==> config.mk <==
export PLATFORM = sky130hd
export DESIGN_NAME = ssu_window
export DESIGN_NICKNAME = d
export VERILOG_FILES = /design/src/rtl/ssu_pkg.sv /design/src/rtl/ssu_window.sv
export SDC_FILE = /design/constraint.sdc
export NUM_CORES = 2
export LEC_CHECK = 0
export BUFFER_PORTS_ARGS = -buffer_cell sky130_fd_sc_hd__buf_2
export CORE_UTILIZATION = 25
export CTS_BUF_LIST = sky130_fd_sc_hd__clkbuf_4
export CTS_CLUSTER_DIAMETER = 30
export CTS_CLUSTER_SIZE = 30
export DETAILED_ROUTE_END_ITERATION = 12
export HOLD_SLACK_MARGIN = 0.03
export SYNTH_ARGS = -nofsm -noshare
export SYNTH_HDL_FRONTEND = slang
export SYNTH_SLANG_ARGS = --single-unit
==> constraint.sdc <==
create_clock -name clk_i -period 3.6 [get_ports clk_i]
set_input_delay 0.18 -clock clk_i [delete_from_list [all_inputs] [get_ports clk_i]]
set_output_delay 0.18 -clock clk_i [all_outputs]
set_load 0.01 [all_outputs]
==> src/rtl/ssu_pkg.sv <==
// Shared types, constants and the rounding helper of the stiff string update core.
`default_nettype none
package ssu_pkg;

  localparam int WindowReach = 2;
  localparam int HistPoints  = 2 * WindowReach;
  localparam int CenterIdx   = WindowReach - 1;
  localparam int NumAxes     = 3;
  localparam int PosW        = 24;
  localparam int CoefW       = 18;
  localparam int NumCoef     = 7;
  localparam int QShift      = 14;
  localparam int SumW        = PosW + 1;
  localparam int ProdW       = CoefW + SumW;
  localparam int AccW        = ProdW + 3;
  localparam int CfgIdxW     = 3;
  localparam int PtsW        = 3;

  localparam logic [CfgIdxW-1:0] RegCenterNow = CfgIdxW'(0);
  localparam logic [CfgIdxW-1:0] RegNearNow   = CfgIdxW'(1);
  localparam logic [CfgIdxW-1:0] RegFarNow    = CfgIdxW'(2);
  localparam logic [CfgIdxW-1:0] RegCenterOld = CfgIdxW'(3);
  localparam logic [CfgIdxW-1:0] RegNearOld   = CfgIdxW'(4);
  localparam logic [CfgIdxW-1:0] RegFarOld    = CfgIdxW'(5);
  localparam logic [CfgIdxW-1:0] RegForce     = CfgIdxW'(6);

  typedef logic signed [PosW-1:0]  pos_t;
  typedef logic signed [CoefW-1:0] coef_t;
  typedef logic signed [SumW-1:0]  sum_t;
  typedef logic signed [ProdW-1:0] prod_t;
  typedef logic signed [AccW-1:0]  acc_t;

  typedef pos_t  [NumAxes-1:0] vec_t;
  typedef coef_t [NumCoef-1:0] coefs_t;
  typedef prod_t [NumCoef-1:0] prods_t;
  typedef prods_t [NumAxes-1:0] ax_prods_t;

  typedef struct packed {
    pos_t pos_x;
    pos_t pos_y;
    pos_t pos_z;
    pos_t old_x;
    pos_t old_y;
    pos_t old_z;
    pos_t force_x;
    pos_t force_y;
    pos_t force_z;
    logic last_point;
  } in_req_t;

  typedef struct packed {
    pos_t new_x;
    pos_t new_y;
    pos_t new_z;
    logic string_done;
  } out_req_t;

  typedef struct packed {
    pos_t c_pos;
    sum_t near_pos;
    sum_t far_pos;
    pos_t c_old;
    sum_t near_old;
    sum_t far_old;
    pos_t frc;
  } op_t;

  typedef op_t [NumAxes-1:0] ops_t;

  typedef struct packed {
    logic has_main;
    logic calc;
    logic has_mid;
    logic has_tail;
    vec_t center;
    vec_t mid;
    vec_t tail;
  } side_t;

  localparam acc_t RoundHalf = acc_t'(1 << (QShift - 1));
  localparam acc_t PosMax    = acc_t'((2 ** (PosW - 1)) - 1);
  localparam acc_t PosMin    = acc_t'(-(2 ** (PosW - 1)));

  function automatic pos_t round_sat(input acc_t acc);
    acc_t r;
    r = (acc + RoundHalf) >>> QShift;
    if (r > PosMax) begin
      return pos_t'(PosMax);
    end else if (r < PosMin) begin
      return pos_t'(PosMin);
    end
    return pos_t'(r);
  endfunction

endpackage
`default_nettype wire

==> src/rtl/ssu_window.sv <==
// Point window, string position counter and operand register of the update core.
`default_nettype none
module ssu_window (
  input  logic             clk_i,
  input  logic             rst_ni,
  input  ssu_pkg::in_req_t in_data_i,
  input  logic             accept_i,
  input  logic             load_i,
  output logic             s1_valid_o,
  output ssu_pkg::ops_t    ops_o,
  output ssu_pkg::side_t   side_o
);
  import ssu_pkg::*;

  localparam logic [PtsW-1:0] PtsMax  = PtsW'(HistPoints);
  localparam logic [PtsW-1:0] PtsMain = PtsW'(WindowReach);

  vec_t pos_win_q [HistPoints];
  vec_t old_win_q [HistPoints];
  vec_t frc_win_q [WindowReach];
  logic [PtsW-1:0] pts_q, pts_d;
  logic  s1_valid_q;
  ops_t  ops_q, ops_d;
  side_t side_q, side_d;
  vec_t  cp, co, cf;

  always_comb begin
    cp[0] = in_data_i.pos_x;
    cp[1] = in_data_i.pos_y;
    cp[2] = in_data_i.pos_z;
    co[0] = in_data_i.old_x;
    co[1] = in_data_i.old_y;
    co[2] = in_data_i.old_z;
    cf[0] = in_data_i.force_x;
    cf[1] = in_data_i.force_y;
    cf[2] = in_data_i.force_z;
    for (int a = 0; a < NumAxes; a++) begin
      ops_d[a].c_pos    = pos_win_q[CenterIdx][a];
      ops_d[a].near_pos = sum_t'($signed(pos_win_q[CenterIdx-1][a]))
                        + sum_t'($signed(pos_win_q[CenterIdx+1][a]));
      ops_d[a].far_pos  = sum_t'($signed(cp[a]))
                        + sum_t'($signed(pos_win_q[HistPoints-1][a]));
      ops_d[a].c_old    = old_win_q[CenterIdx][a];
      ops_d[a].near_old = sum_t'($signed(old_win_q[CenterIdx-1][a]))
                        + sum_t'($signed(old_win_q[CenterIdx+1][a]));
      ops_d[a].far_old  = sum_t'($signed(co[a]))
                        + sum_t'($signed(old_win_q[HistPoints-1][a]));
      ops_d[a].frc      = frc_win_q[WindowReach-1][a];
    end
    side_d.has_main = (pts_q >= PtsMain);
    side_d.calc     = (pts_q >= PtsMax);
    side_d.has_mid  = in_data_i.last_point && (pts_q != '0);
    side_d.has_tail = in_data_i.last_point;
    side_d.center   = pos_win_q[CenterIdx];
    side_d.mid      = pos_win_q[0];
    side_d.tail     = cp;
  end

  always_comb begin
    pts_d = pts_q;
    if (in_data_i.last_point) begin
      pts_d = '0;
    end else if (pts_q < PtsMax) begin
      pts_d = pts_q + PtsW'(1);
    end
  end

  always_ff @(posedge clk_i or negedge rst_ni) begin
    if (!rst_ni) begin
      for (int p = 0; p < HistPoints; p++) begin
        pos_win_q[p] <= '0;
        old_win_q[p] <= '0;
      end
      for (int p = 0; p < WindowReach; p++) begin
        frc_win_q[p] <= '0;
      end
      pts_q      <= '0;
      s1_valid_q <= 1'b0;
    end else begin
      if (accept_i) begin
        for (int p = HistPoints - 1; p >= 1; p--) begin
          pos_win_q[p] <= pos_win_q[p-1];
          old_win_q[p] <= old_win_q[p-1];
        end
        for (int p = WindowReach - 1; p >= 1; p--) begin
          frc_win_q[p] <= frc_win_q[p-1];
        end
        pos_win_q[0] <= cp;
        old_win_q[0] <= co;
        frc_win_q[0] <= cf;
        pts_q        <= pts_d;
      end
      if (load_i) begin
        s1_valid_q <= accept_i && (side_d.has_main || side_d.has_tail);
      end
    end
  end

  always_ff @(posedge clk_i) begin
    if (load_i) begin
      ops_q  <= ops_d;
      side_q <= side_d;
    end
  end

  assign s1_valid_o = s1_valid_q;
  assign ops_o      = ops_q;
  assign side_o     = side_q;

  a_last_restarts: assert property (@(posedge clk_i) disable iff (!rst_ni)
    accept_i && in_data_i.last_point |=> pts_q == '0)
    else $error("point counter did not restart after the final point");

  a_count_bounded: assert property (@(posedge clk_i) disable iff (!rst_ni)
    pts_q <= PtsMax)
    else $error("point counter beyond its limit");

  a_count_steps: assert property (@(posedge clk_i) disable iff (!rst_ni)
    accept_i && !in_data_i.last_point && (pts_q < PtsMax)
    |=> pts_q == $past(pts_q) + PtsW'(1))
    else $error("point counter did not advance on an inner point");

endmodule
`default_nettype wire

After elaboration in Yosys (flattened, before gate mapping)
Cells that the tools add are included.

storage, ports and cells
  register bits = 1388
  latch bits = 0
  memory bits (writable) = 0
  ROM bits = 0
  output and inout port bits = 737
  memories kept = 0

cells by class
  add/sub/neg operators = 13
  $mul = 0
  div/mod/pow operators = 0
  order comparisons = 3
  equality and inequality tests = 0
  shift-type cells = 0
  muxes and demuxes = 2
  bitwise gates (word level) = 0
  reduce and logical (&&, ||, !) cells = 6

operators with widths
  kind                   number
  $add A24 B24 Y25       12
  $mux W3                2
  $add A3 B1 Y3 const B  1
  $ge A3 B2 Y1 const B   1
  $ge A3 B3 Y1 const B   1
  $lt A3 B3 Y1 const B   1
  $reduce_bool A3 Y1     1
  $logic_and A1 B1 Y1    2
  $reduce_and A2 Y1      1
  $reduce_bool A2 Y1     1
  $logic_or A1 B1 Y1     1

Logic depth before layout (Yosys ltp)
  depth in word-level cells = 3
  gate-level depth with buffers = 11
  depth with buffers taken out = 11

Worst setup path before layout
OpenSTA, ideal clock, no wires.

  kind = register -> register
  from = reg pos_win_q[96] (netlist bit)
  to = reg ops_q (netlist bit ops_o[313]) (data pin)
  setup time = 0.262 ns
  arrival = 2.505 ns
  required time = 3.338 ns
  setup slack = 0.833 ns
  cell stages (with the launch flop) = 11
  buffers on the path = 0
  clock period less this slack = 2.767 ns
  path through = dfrtp_1 > ha_1 > fa_1 > a21oi_2 > o211ai_1 > a31o_2 > a311o_1 > a21o_1 > a21oi_1 > o21ai_1 > xor2_1

RTL lines
  what                               line               RTL
  from (decl)                        ssu_window.sv:18   vec_t pos_win_q [HistPoints];
  from (signal, indexed assignment)  ssu_window.sv:82   pos_win_q[p] <= pos_win_q[p-1];
  to (signal assigned)               ssu_window.sv:101  ops_q <= ops_d;
  to (decl)                          ssu_window.sv:23   ops_t ops_q, ops_d;

==> reports/results.txt <==
Power Dens Cells: 655 nW/um^2
Max H-tree Level: 5
Pleak: 34.3 nW
Num CTS Buffers: 344
WS Path Type: primary input to flip-flop
Syn. warnings: 0
die height: 495 microns
Routed Antenna Nets: 0
most common cell after layout, fill and taps aside: buf_2
# IOs: 958
CP Cell Sequence: dlygate4sd3_1, dlygate4sd3_1, buf_2, dlygate4sd3_1, ha_1, fa_1, a211oi_1, o211ai_1, a31oi_2, a21oi_1, a41o_1, a21o_1, a21oi_1, xnor2_1
number of buffers added on ports: 957
GR Layer Usage met1: 18.2%
Routability Congestion: 0.882
vias in the first global route: 43500
#FFs+latches synth: 1388
hold slack: 0.220 ns
CP max FO: 3
Slew Viols, Final: 0
Die ar.: 245000 sq um
clk_skew: 0.122 ns
fin nets: 6464
Congestion Overflow GR: 0
Seq/Total Area, Yosys: 62.6%
max-slew headroom at the worst pin: 40.8%
Clock Path Buffers: 4
# setup viols final: 0
DP HPWL: 142000 microns
clk root buf: clkbuf_4
WL/cell: 20.8 microns
Fillers: 23500
slowest stage delay, CP: 0.59 ns
Post-synth ARST share: 52.2%
Final period util: 99.3%
Most Crowded Layer GR: met2
fraction of layout cells with a size suffix above 1: 38.5%
first-pass GRT wire length: 281000 microns
CP startpoint kind: primary input
row count: 180
top-area cell type share of the netlist area: 32.8%
EDFF count, synth: 664
most frequent cells in the layout: buf_2 (954), dfrtp_1 (724), mux2_2 (719)
largest net degree at the start of global routing: 110
met2 Use GR: 25.5%
# DRC: 0
FMAX: 280 MHz
Crit-path slowest cell: dlygate4sd3_1
Worst-Skew Late Latency: 1.34 ns
initial antenna violation count: 24
met3 usage: 5.00%
CP dominant cell by count: dlygate4sd3_1
Max-Cap Viols: 0
Slew @ Worst Pin: 0.881 ns
CTS sink cnt: 1388
synth unique cells: 76
Routed WL: 196000 microns
1st-iter DRT viols: 2483
CP Data Required Time: 4.67 ns
Hold/Removal Path Class: primary input to flip-flop
area leader, netlist: edfxtp_1
Area Growth Syn to Fin: 33.3%
Avg Cell Area, Syn: 14.6 sq um
total iterations of the first detailed-routing run: 6
vias after detailed routing: 42200
Core Box Area: 241000 sq um
CP arrival: 4.64 ns
VDD IR-drop max: 0.444 mV
clock-pin slew on the worst setup and hold paths: 0.07 ns
setup_tns: 0 ns
Fin. Hold Viols: 0
Worst setup EP type: flip-flop
synth top area cells: edfxtp_1 (33%), dfrtp_1 (30%), mux2_2 (13%)
Tmin final: 3.57 ns
ys flop type: dfrtp_1
RSZ-0062 raised after global routing: no
initial core utilization: 25.2%
cell area after synthesis: 60800 sq um
status: finished, final reports clean
TritonCTS clock tree: built
die width: 495 microns
DR vias/cell: 4.47
Cells after Synth: 4155
post-synth net total: 4679
Tot GR Track Use: 15.5%
[layer usage]
metal,wire length (microns),part of all wire (%)
met1,78300,40
met2,93100,47
met3,15300,7.8
met4,9450,4.8
met5,67,0.034
[sequential cells by signal, indices dropped and copies added (netlist names)]
register    flops
s1_valid_o      1
frc_win_q     144
side_o        220
ops_o         444
ops_d          72
old_win_q     288
pos_win_q     216
pts_q           3
[cell usage after synthesis (72+ instances only)]
cell type / count
dfrtp_1: 724
mux2_2: 719
edfxtp_1: 664
ha_1: 291
a21oi_1: 259
xnor2_1: 168
a21o_1: 126
o21ai_0: 119
nor2_1: 117
nand2_1: 116
clkbuf_1: 114
inv_1: 79
xor2_1: 73
buf_4: 72
[final timing paths]
path                                      from        endpoint  slack (ns)  cells past startpoint
worst min register to register      ops_d[511]     side_o[211]        0.39                      0
max in group asynchronous               rst_ni  old_win_q[264]        1.90                      6
worst min-delay path            in_data_i[172]      ops_o[273]        0.22                      4
worst max-delay path            in_data_i[193]      ops_o[120]        0.03                     14
worst max register to register  pos_win_q[240]      ops_o[313]        0.15                     11
min in group asynchronous               rst_ni      ops_d[150]        0.64                      5
[stage by stage]
step	std cells	power [mW]	utilization, %	setup slack [ns]	instance area (sq um)
floorplan	4155	30.2	-	0.833	60800
global placement	8192	35.9	28.8	0.257	69500
detailed placement	8192	36.1	28.8	0.237	69500
CTS	9401	53.8	33.6	0.176	81000
global route	9414	56.0	33.6	0.00732	81000
finish	9421	53.1	33.6	0.0266	81100
[power breakdown]
| part | internal (mW) | switching [mW] |
|---|---|---|
| clock | 9.17 | 7.48 |
| combinational | 6.20 | 8.00 |
| sequential | 20.3 | 1.92 |
[worst max-delay path: cells and delay by family]
kind | cells | cell delay, ns
AOI/OAI and AO/OA | 7 | 1.89
xor gates and xnor gates | 1 | 0.08
adders and majority gates | 2 | 0.66
buffers and inverters | 4 | 1.83
[final cells by class]
type / count / area (sq um) / area share, %
clock buffer: 399 / 3000 / 3.70
multi-input combinational: 2499 / 21500 / 26.5
clock inverter: 223 / 2520 / 3.11
sequential: 1388 / 38100 / 46.9
timing repair buffer: 1628 / 11700 / 14.4
antenna: 20 / 50.0 / 0.0617
tap: 3185 / 3990 / 4.92
inverter: 79 / 297 / 0.366
[timing repair]
action | CTS | global route
buffers inserted | 0 | 0
setup endpoints to repair | 0 | 1
hold buffers | 587 | 0
resized for setup | 0 | 1
endpoints found under the hold margin | 2336 | 0
[kinds of logic (layout without fill, tap and decap cells)]
logic type,count (synthesis),count (layout),share of synthesized area [%]
simple gates,443,443,3.51
compound gates,790,790,8.59
buf+inv,268,2329,2.12
flops,1388,1388,62.6
xor+xnor,241,241,3.47
other cells,0,20,0
fa+ha+maj,303,303,6.38
mux,722,722,13.4
No activity file was read; power rests on OpenSTA's default activity.
