--- src/rtl/ssu_pkg.sv ---
// Shared types, constants and the rounding helper of the stiff string update core.
`default_nettype none
package ssu_pkg;

  localparam int WindowReach = 2;
  localparam int HistPoints  = 2 * WindowReach;
  localparam int CenterIdx   = WindowReach - 1;
  localparam int NumAxes     = 3;
  localparam int PosW        = 24;
  localparam int CoefW       = 18;
  localparam int NumCoef     = 7;
  localparam int QShift      = 14;
  localparam int SumW        = PosW + 1;
  localparam int ProdW       = CoefW + SumW;
  localparam int AccW        = ProdW + 3;
  localparam int CfgIdxW     = 3;
  localparam int PtsW        = 3;

  localparam logic [CfgIdxW-1:0] RegCenterNow = CfgIdxW'(0);
  localparam logic [CfgIdxW-1:0] RegNearNow   = CfgIdxW'(1);
  localparam logic [CfgIdxW-1:0] RegFarNow    = CfgIdxW'(2);
  localparam logic [CfgIdxW-1:0] RegCenterOld = CfgIdxW'(3);
  localparam logic [CfgIdxW-1:0] RegNearOld   = CfgIdxW'(4);
  localparam logic [CfgIdxW-1:0] RegFarOld    = CfgIdxW'(5);
  localparam logic [CfgIdxW-1:0] RegForce     = CfgIdxW'(6);

  typedef logic signed [PosW-1:0]  pos_t;
  typedef logic signed [CoefW-1:0] coef_t;
  typedef logic signed [SumW-1:0]  sum_t;
  typedef logic signed [ProdW-1:0] prod_t;
  typedef logic signed [AccW-1:0]  acc_t;

  typedef pos_t  [NumAxes-1:0] vec_t;
  typedef coef_t [NumCoef-1:0] coefs_t;
  typedef prod_t [NumCoef-1:0] prods_t;
  typedef prods_t [NumAxes-1:0] ax_prods_t;

  typedef struct packed {
    pos_t pos_x;
    pos_t pos_y;
    pos_t pos_z;
    pos_t old_x;
    pos_t old_y;
    pos_t old_z;
    pos_t force_x;
    pos_t force_y;
    pos_t force_z;
    logic last_point;
  } in_req_t;

  typedef struct packed {
    pos_t new_x;
    pos_t new_y;
    pos_t new_z;
    logic string_done;
  } out_req_t;

  typedef struct packed {
    pos_t c_pos;
    sum_t near_pos;
    sum_t far_pos;
    pos_t c_old;
    sum_t near_old;
    sum_t far_old;
    pos_t frc;
  } op_t;

  typedef op_t [NumAxes-1:0] ops_t;

  typedef struct packed {
    logic has_main;
    logic calc;
    logic has_mid;
    logic has_tail;
    vec_t center;
    vec_t mid;
    vec_t tail;
  } side_t;

  localparam acc_t RoundHalf = acc_t'(1 << (QShift - 1));
  localparam acc_t PosMax    = acc_t'((2 ** (PosW - 1)) - 1);
  localparam acc_t PosMin    = acc_t'(-(2 ** (PosW - 1)));

  function automatic pos_t round_sat(input acc_t acc);
    acc_t r;
    r = (acc + RoundHalf) >>> QShift;
    if (r > PosMax) begin
      return pos_t'(PosMax);
    end else if (r < PosMin) begin
      return pos_t'(PosMin);
    end
    return pos_t'(r);
  endfunction

endpackage
`default_nettype wire

--- src/rtl/ssu_out.sv ---
// Product summation, rounding and the result register that hands out up to three results.
`default_nettype none
module ssu_out (
  input  logic               clk_i,
  input  logic               rst_ni,
  input  logic               s2_valid_i,
  input  ssu_pkg::ax_prods_t prods_i,
  input  ssu_pkg::side_t     side_i,
  input  logic               out_stall_i,
  output logic               out_valid_o,
  output ssu_pkg::out_req_t  out_data_o,
  output logic               ready_o
);
  import ssu_pkg::*;

  localparam int SlotMain = 0;
  localparam int SlotMid  = 1;
  localparam int SlotTail = 2;
  localparam int NumSlots = 3;

  logic [NumSlots-1:0] mask_q, mask_d, rest;
  vec_t main_d, main_q, mid_q, tail_q, sel;
  acc_t acc [NumAxes];
  logic fire, ready;

  always_comb begin
    for (int a = 0; a < NumAxes; a++) begin
      acc[a] = '0;
      for (int c = 0; c < NumCoef; c++) begin
        acc[a] = acc[a] + acc_t'($signed(prods_i[a][c]));
      end
      main_d[a] = side_i.calc ? round_sat(acc[a]) : side_i.center[a];
    end
  end

  assign fire  = (mask_q != '0) && !out_stall_i;
  assign rest  = mask_q & (mask_q - NumSlots'(1));
  assign ready = (mask_q == '0) || (fire && (rest == '0));

  always_comb begin
    mask_d = mask_q;
    if (ready) begin
      mask_d = '0;
      if (s2_valid_i) begin
        mask_d[SlotMain] = side_i.has_main;
        mask_d[SlotMid]  = side_i.has_mid;
        mask_d[SlotTail] = side_i.has_tail;
      end
    end else if (fire) begin
      mask_d = rest;
    end
  end

  always_ff @(posedge clk_i or negedge rst_ni) begin
    if (!rst_ni) begin
      mask_q <= '0;
    end else begin
      mask_q <= mask_d;
    end
  end

  always_ff @(posedge clk_i) begin
    if (ready) begin
      main_q <= main_d;
      mid_q  <= side_i.mid;
      tail_q <= side_i.tail;
    end
  end

  always_comb begin
    if (mask_q[SlotMain]) begin
      sel = main_q;
    end else if (mask_q[SlotMid]) begin
      sel = mid_q;
    end else begin
      sel = tail_q;
    end
  end

  assign out_valid_o            = (mask_q != '0);
  assign out_data_o.new_x       = sel[0];
  assign out_data_o.new_y       = sel[1];
  assign out_data_o.new_z       = sel[2];
  assign out_data_o.string_done = mask_q[SlotTail] && !mask_q[SlotMain] && !mask_q[SlotMid];
  assign ready_o                = ready;

  a_stall_holds_slots: assert property (@(posedge clk_i) disable iff (!rst_ni)
    (mask_q != '0) && out_stall_i |=> $stable(mask_q))
    else $error("pending results changed while the receiver stalled");

endmodule
`default_nettype wire

--- config.mk ---
export PLATFORM = sky130hd
export DESIGN_NAME = ssu_out
export DESIGN_NICKNAME = d
export VERILOG_FILES = /design/src/rtl/ssu_pkg.sv /design/src/rtl/ssu_out.sv
export SDC_FILE = /design/constraint.sdc
export NUM_CORES = 2
export LEC_CHECK = 0
export ABC_CLOCK_PERIOD_IN_PS = 16800
export BUFFER_PORTS_ARGS = -buffer_cell sky130_fd_sc_hd__clkbuf_2
export CAP_MARGIN = 20
export CORE_AREA = 2 2 473 475
export CTS_CLUSTER_SIZE = 28
export DETAILED_ROUTE_END_ITERATION = 8
export DIE_AREA = 0 0 475 477
export GPL_ROUTABILITY_DRIVEN = 1
export PLACE_DENSITY = 0.39
export RECOVER_POWER = 100
export SLEW_MARGIN = 0
export SYNTH_ARGS = -nofsm -noshare
export SYNTH_HDL_FRONTEND = slang
export SYNTH_SLANG_ARGS = --single-unit
--- constraint.sdc ---
create_clock -name clk_i -period 16.8 [get_ports clk_i]
set_input_delay 0.84 -clock clk_i [delete_from_list [all_inputs] [get_ports clk_i]]
set_output_delay 0.84 -clock clk_i [all_outputs]
set_load 0.05 [all_outputs]
Word-level counts from Yosys, hierarchy flattened
Index checks and enable logic that the tools add are counted.
{"block": "totals", "regBits": 219, "inputBits": 1127, "out_inout_bits": 75, "elab_cells": 74}
{"block": "op_classes", "addsub": 22, "n_lt_le_gt_ge": 6, "n_mux": 23, "bitwise_logic": 1, "reduce_logical": 12}
{"cell": "adder 46 x 43 -> 46 bit", "n": 9}
{"cell": "two-way mux 24 bit", "n": 12}
{"cell": "two-way mux 72 bit", "n": 2}
{"cell": "adder 45 x 43 -> 46 bit", "n": 3}
{"cell": "adder 46 x 15 -> 46 bit (second input constant)", "n": 3}
{"cell": "adder 44 x 43 -> 45 bit", "n": 3}
{"cell": "adder 43 x 43 -> 44 bit", "n": 3}
{"cell": "> comparator 32 x 24 -> 1 bit (second input constant)", "n": 3}
{"cell": "< comparator 32 x 24 -> 1 bit (second input constant)", "n": 3}
{"cell": "two-way mux 3 bit", "n": 3}
{"cell": "zero test 3 bit", "n": 2}
{"cell": "two-way mux 1 bit", "n": 6}
{"cell": "logical AND 1 bit", "n": 4}
{"cell": "bitwise AND 3 bit", "n": 1}
{"cell": "zero test 1 bit", "n": 3}
{"cell": "nonzero test 3 bit", "n": 1}
{"cell": "subtractor 3 x 1 -> 3 bit (second input constant)", "n": 1}
{"cell": "nonzero test 2 bit", "n": 1}
{"cell": "logical OR 1 bit", "n": 1}

Logic depth before layout (Yosys ltp)
{"block": "logic_depth", "depth_word": 12, "depth_mapped": 21, "ltp_nobuf": 19}

Least setup slack after synthesis
Ideal clock, no wire load.
{"block": "synth_path", "path_kind": "input -> register", "startpoint": "input out_stall_i", "endpoint": "register main_q[0] (netlist bit), enable pin", "setup_ps": 1141, "arrival_ps": 17439, "setup_slack_ps": -1780, "path_stages": 3, "cell_sequence": "clkbuf_1 > maj3_1 > o21ai_0"}
{"block": "synth_via", "elab_chain_len": 4}
{"element": "start: declaration", "line_no": "ssu_out.sv:9", "rtl": "input logic out_stall_i,"}
{"element": "zero test 1 bit", "line_no": "ssu_out.sv:36", "rtl": "assign fire = (mask_q != '0) && !out_stall_i;"}
{"element": "logical AND 1 bit", "line_no": "ssu_out.sv:36"}
{"element": "logical AND 1 bit", "line_no": "ssu_out.sv:38", "rtl": "assign ready = (mask_q == '0) || (fire && (rest == '0));"}
{"element": "logical OR 1 bit", "line_no": "ssu_out.sv:38"}
{"element": "named net ready_o", "line_no": "ssu_out.sv:12", "rtl": "output logic ready_o"}
{"element": "end signal: assignment", "line_no": "ssu_out.sv:64", "rtl": "main_q <= main_d;"}
{"element": "end: declaration", "line_no": "ssu_out.sv:22", "rtl": "vec_t main_d, main_q, mid_q, tail_q, sel;"}
The timed path passes the listed nets, and every way through them passes these cells.
A chain may end at the register's enable or synchronous reset.

==> impl_results.md <==
* Period utilization at 56.8%
* Largest net degree at the start of global routing at 113
* Worst-path cell chain: clkbuf_1 > clkbuf_1 > clkbuf_1 > o21ai_0 > clkbuf_1
* Post-synth ARST share at 1.37%
* EDFF count, synth at 216
* Number of global-route vias before repair at 34300
* Drt wl/cell at 21.0 µm
* Slew headroom at -174%
* Vias at 31700
* Sum of buffers and inverters on the critical path at 4
* Reg2reg path depth at 4
* Simple-Gate Fraction of Synth Area at 7.15%
* Port Buffers at 1201
* Register area share after synthesis at 17.6%
* Maximum clock rate at 0.105 GHz
* FP Rows at 173
* CTS tree: built
* Cts repair resizes at 0
* Core box area at 0.221 mm²
* Root buffer cell: clkbuf_16
* Total CTS buffers at 38
* Final setup margin at 7260 ps
* Post-synthesis mux area share at 2.07%
* Failing checks: capacitance limit, slew limit
* Max-cap violations at 7
* Min-delay worst type: input port to flip-flop
* Avg Synthesized Cell Area at 8.94 µm²
* Most used DFF post-synth: edfxtp_1
* Synth Instances at 4168
* Pleak at 25.5 nW
* CTS sink count at 219
* 1st-iter DRT viols at 1523
* Placed cell count at 8276
* Share of layout cells above drive strength 1 at 22.8%
* Global-route wire length before repair at 246 mm
* R2R Setup Slk at 8330 ps
* Final setup vio count at 0
* Final Hold Viols at 0
* Pwr Density at 225 mW/mm²
* WP depth at 5
* Top delay family on crit path: buffers and inverters
* Initial core utilization at 16.8%
* Clk buf depth at 3
* Non-filler instance count after layout at 8357
* RSZ-0062 raised after global routing: false
* Crit path launch: mask_q[0]
* GR Overflow Total at 0
* Design Power at 10.8 mW
* GRT Overall Usage at 15.2%
* Post-Synth XOR/XNOR Area at 2.07%
* Worst path slowest cell: clkbuf_1
* Worst setup SP type: flip-flop
* Placer congestion estimate at 0.903
* Via density per instance at 3.80
* DIE HEIGHT at 477 µm
* CP peak stage delay at 2100 ps
* Top Ports at 1202
* Die area at 0.227 mm²
* Flops & latches, synth at 219
* Fin nets at 7375
* CP Class: flip-flop to output pin
* CP Capture Point: out_data_o[42]
* Routed wire length at 176 mm
* Die width at 475 µm
* # Post-CTS Setup Buffers at 0
* H-tree Lvls at 2
* Status: finished, violations left
* Max FO, Critical Path at 51
* Initial antenna violation count at 89
* CP required at 15960 ps
* Placed Area at 0.0468 mm²
* HPWL after detailed placement at 159 mm
* DRC at 0
* Final ANT Viol Nets at 0
* Setup TNS at 0 ps
* Slew Viols, Final at 285
* Mapped Area at 0.0373 mm²
* Post-Synth Adder-Cell Area at 43.5%
* R2R Path Start: mask_q[0]
* Post-Place Setup Slack at 9200 ps
* Total nets after synthesis at 6201
* Final Critical Period at 9540 ps
* Synth warn at 0
* DRT Pass-1 Iters at 6
* Layout Skew at 52.9 ps
* Setup crit end kind: output pin
* Most frequent CP cell: clkbuf_1
* Worst-Margin Slew at 4110 ps
* Worst r2r dst: tail_q[5]
* Clock transition at path regs at 50 ps
* Final Cell Area at 0.0478 mm²
* Compound-Gate Fraction of Synth Area at 10.2%
* Maximum vdd ir drop at 153 µV
* Worst-skew pair later-pin latency at 620 ps
* CP arrival at 8700 ps
* Syn-to-layout area delta at 28.3%
* Main combinational cell family by area after synthesis: adder cells
* Distinct cell type count after synthesis at 87
report_power, final:
group / internal (mW) / leakage (nW) / switching (mW)
clock network: 0.488 / 0.611 / 0.338
registers: 0.983 / 2.14 / 0.110
logic: 3.00 / 22.8 / 5.86
total: 4.47 / 25.5 / 6.31
synthesized netlist by cell type (all sizes together), types with 4 or more instances:
library cell / count / share of area, %
a211o: 5 / 0.12
a211oi: 20 / 0.42
mux2i: 75 / 2.0
nand2b: 11 / 0.18
fa: 648 / 35
o221ai: 8 / 0.19
or4: 4 / 0.081
a221oi: 6 / 0.16
o21bai: 17 / 0.34
nand4: 34 / 0.61
a31oi: 13 / 0.22
nor2b: 6 / 0.10
nor2: 140 / 1.4
inv: 1624 / 16
a2111oi: 8 / 0.20
or2: 12 / 0.20
xor2: 34 / 0.80
nor4: 14 / 0.25
o211ai: 12 / 0.24
clkbuf: 59 / 0.60
a21o: 30 / 0.60
o21ai: 188 / 2.5
o31ai: 11 / 0.27
nor3: 28 / 0.38
and3: 12 / 0.21
or3: 13 / 0.22
ha: 258 / 8.7
nand3: 30 / 0.40
a21boi: 5 / 0.10
o21a: 21 / 0.42
nand3b: 6 / 0.12
o2111ai: 6 / 0.14
edfxtp: 216 / 17
a21oi: 188 / 2.7
xnor2: 54 / 1.3
o31a: 4 / 0.094
nand2: 226 / 2.4
buf: 27 / 0.45
and4: 8 / 0.19
o22ai: 32 / 0.55
and2: 7 / 0.12
a311oi: 5 / 0.13
area by class of cell:
type	instances	area (µm²)
multi-input cells	2239	24200
clock buffers	46	1000
well taps	2975	3720
fillers	25000	174000
flip-flops and latches	219	6560
clock inverters	23	236
repair buffers	1220	6020
inverters	1624	6100
diodes	11	27.5
placed cells by master, fill, tap and decap left out, types with 10 or more instances in the layout:
cell       Yosys  layout
a21oi_1      167     180
nor2_1       140     140
a31oi_1       13      13
a21o_1        30      30
nand2_2       19      19
or2_2         10      10
edfxtp_1     216     216
diode_2        0      11
xor2_1        34      34
clkbuf_1      57     111
nor3_1        28      28
o21bai_1      17      17
nor4_1        13      14
and3_1        11      11
o21ai_0      185     186
mux2i_1       75      75
a211oi_1      19      19
nand4_1       33      33
or3_1         13      13
nand3_1       30      30
o21a_1        21      21
clkbuf_16      0      39
fa_1         648     648
nand2b_1      11      11
inv_1       1624    1624
o22ai_1       31      31
o211ai_1      12      12
nand2_1      207     207
clkbuf_2       2    1104
ha_1         258     258
xnor2_1       54      54
kinds of logic after synthesis:
kind of cell               count (synthesis)
AOI/OAI and AO/OA                        605
xor gates and xnor gates                  88
adders and majority gates                907
buffers and inverters                   1710
DFF                                      219
muxes                                     77
and+or+nand+nor                          562
stage by stage:
stage / util [%] / hold slack [ps]
6_report: 21.6 / 399
5_1_grt: 21.6 / 331
4_1_cts: 21.7 / 303
3_5_place_dp: 21.1 / 656
3_3_place_gp: 21.1 / 651
2_1_floorplan: - / 544
repair_timing:
action | 4_1_cts | 5_1_grt
hold endpoints to repair | 3 | 0
endpoints found under the setup margin | 0 | 0
hold buffers | 1 | 0
worst reg2reg max path: cells and delay by family, from the launching register on:
family	cells	cell delay (ps)
DFF	1	800
buffers and inverters	3	6240
AOI/OAI and AO/OA	1	850
layer usage:
layer	global-route usage, %	vias up	routed length (µm)
met5	0	-	453
met4	3.66	68	4340
met3	3.68	243	12900
met2	26.1	1194	84300
met1	18.9	15400	73800
li1	-	14800	-
flip-flops by register name (all words and copies together), names as in the netlist:
register  count
tail_q       72
mask_q        3
mid_q        72
main_q       72
worst min path at each step:
stage                     start        end  slack, ps  depth (start not counted)
floorplan                rst_ni  mask_q[0]        540                          0
global placement         rst_ni  mask_q[2]        650                          1
detailed placement       rst_ni  mask_q[2]        660                          1
CTS                  side_i[75]   mid_q[3]        300                          1
global route        side_i[132]  mid_q[60]        330                          1
finish               side_i[77]   mid_q[5]        400                          1
No activity file was read; power rests on OpenSTA's default activity.
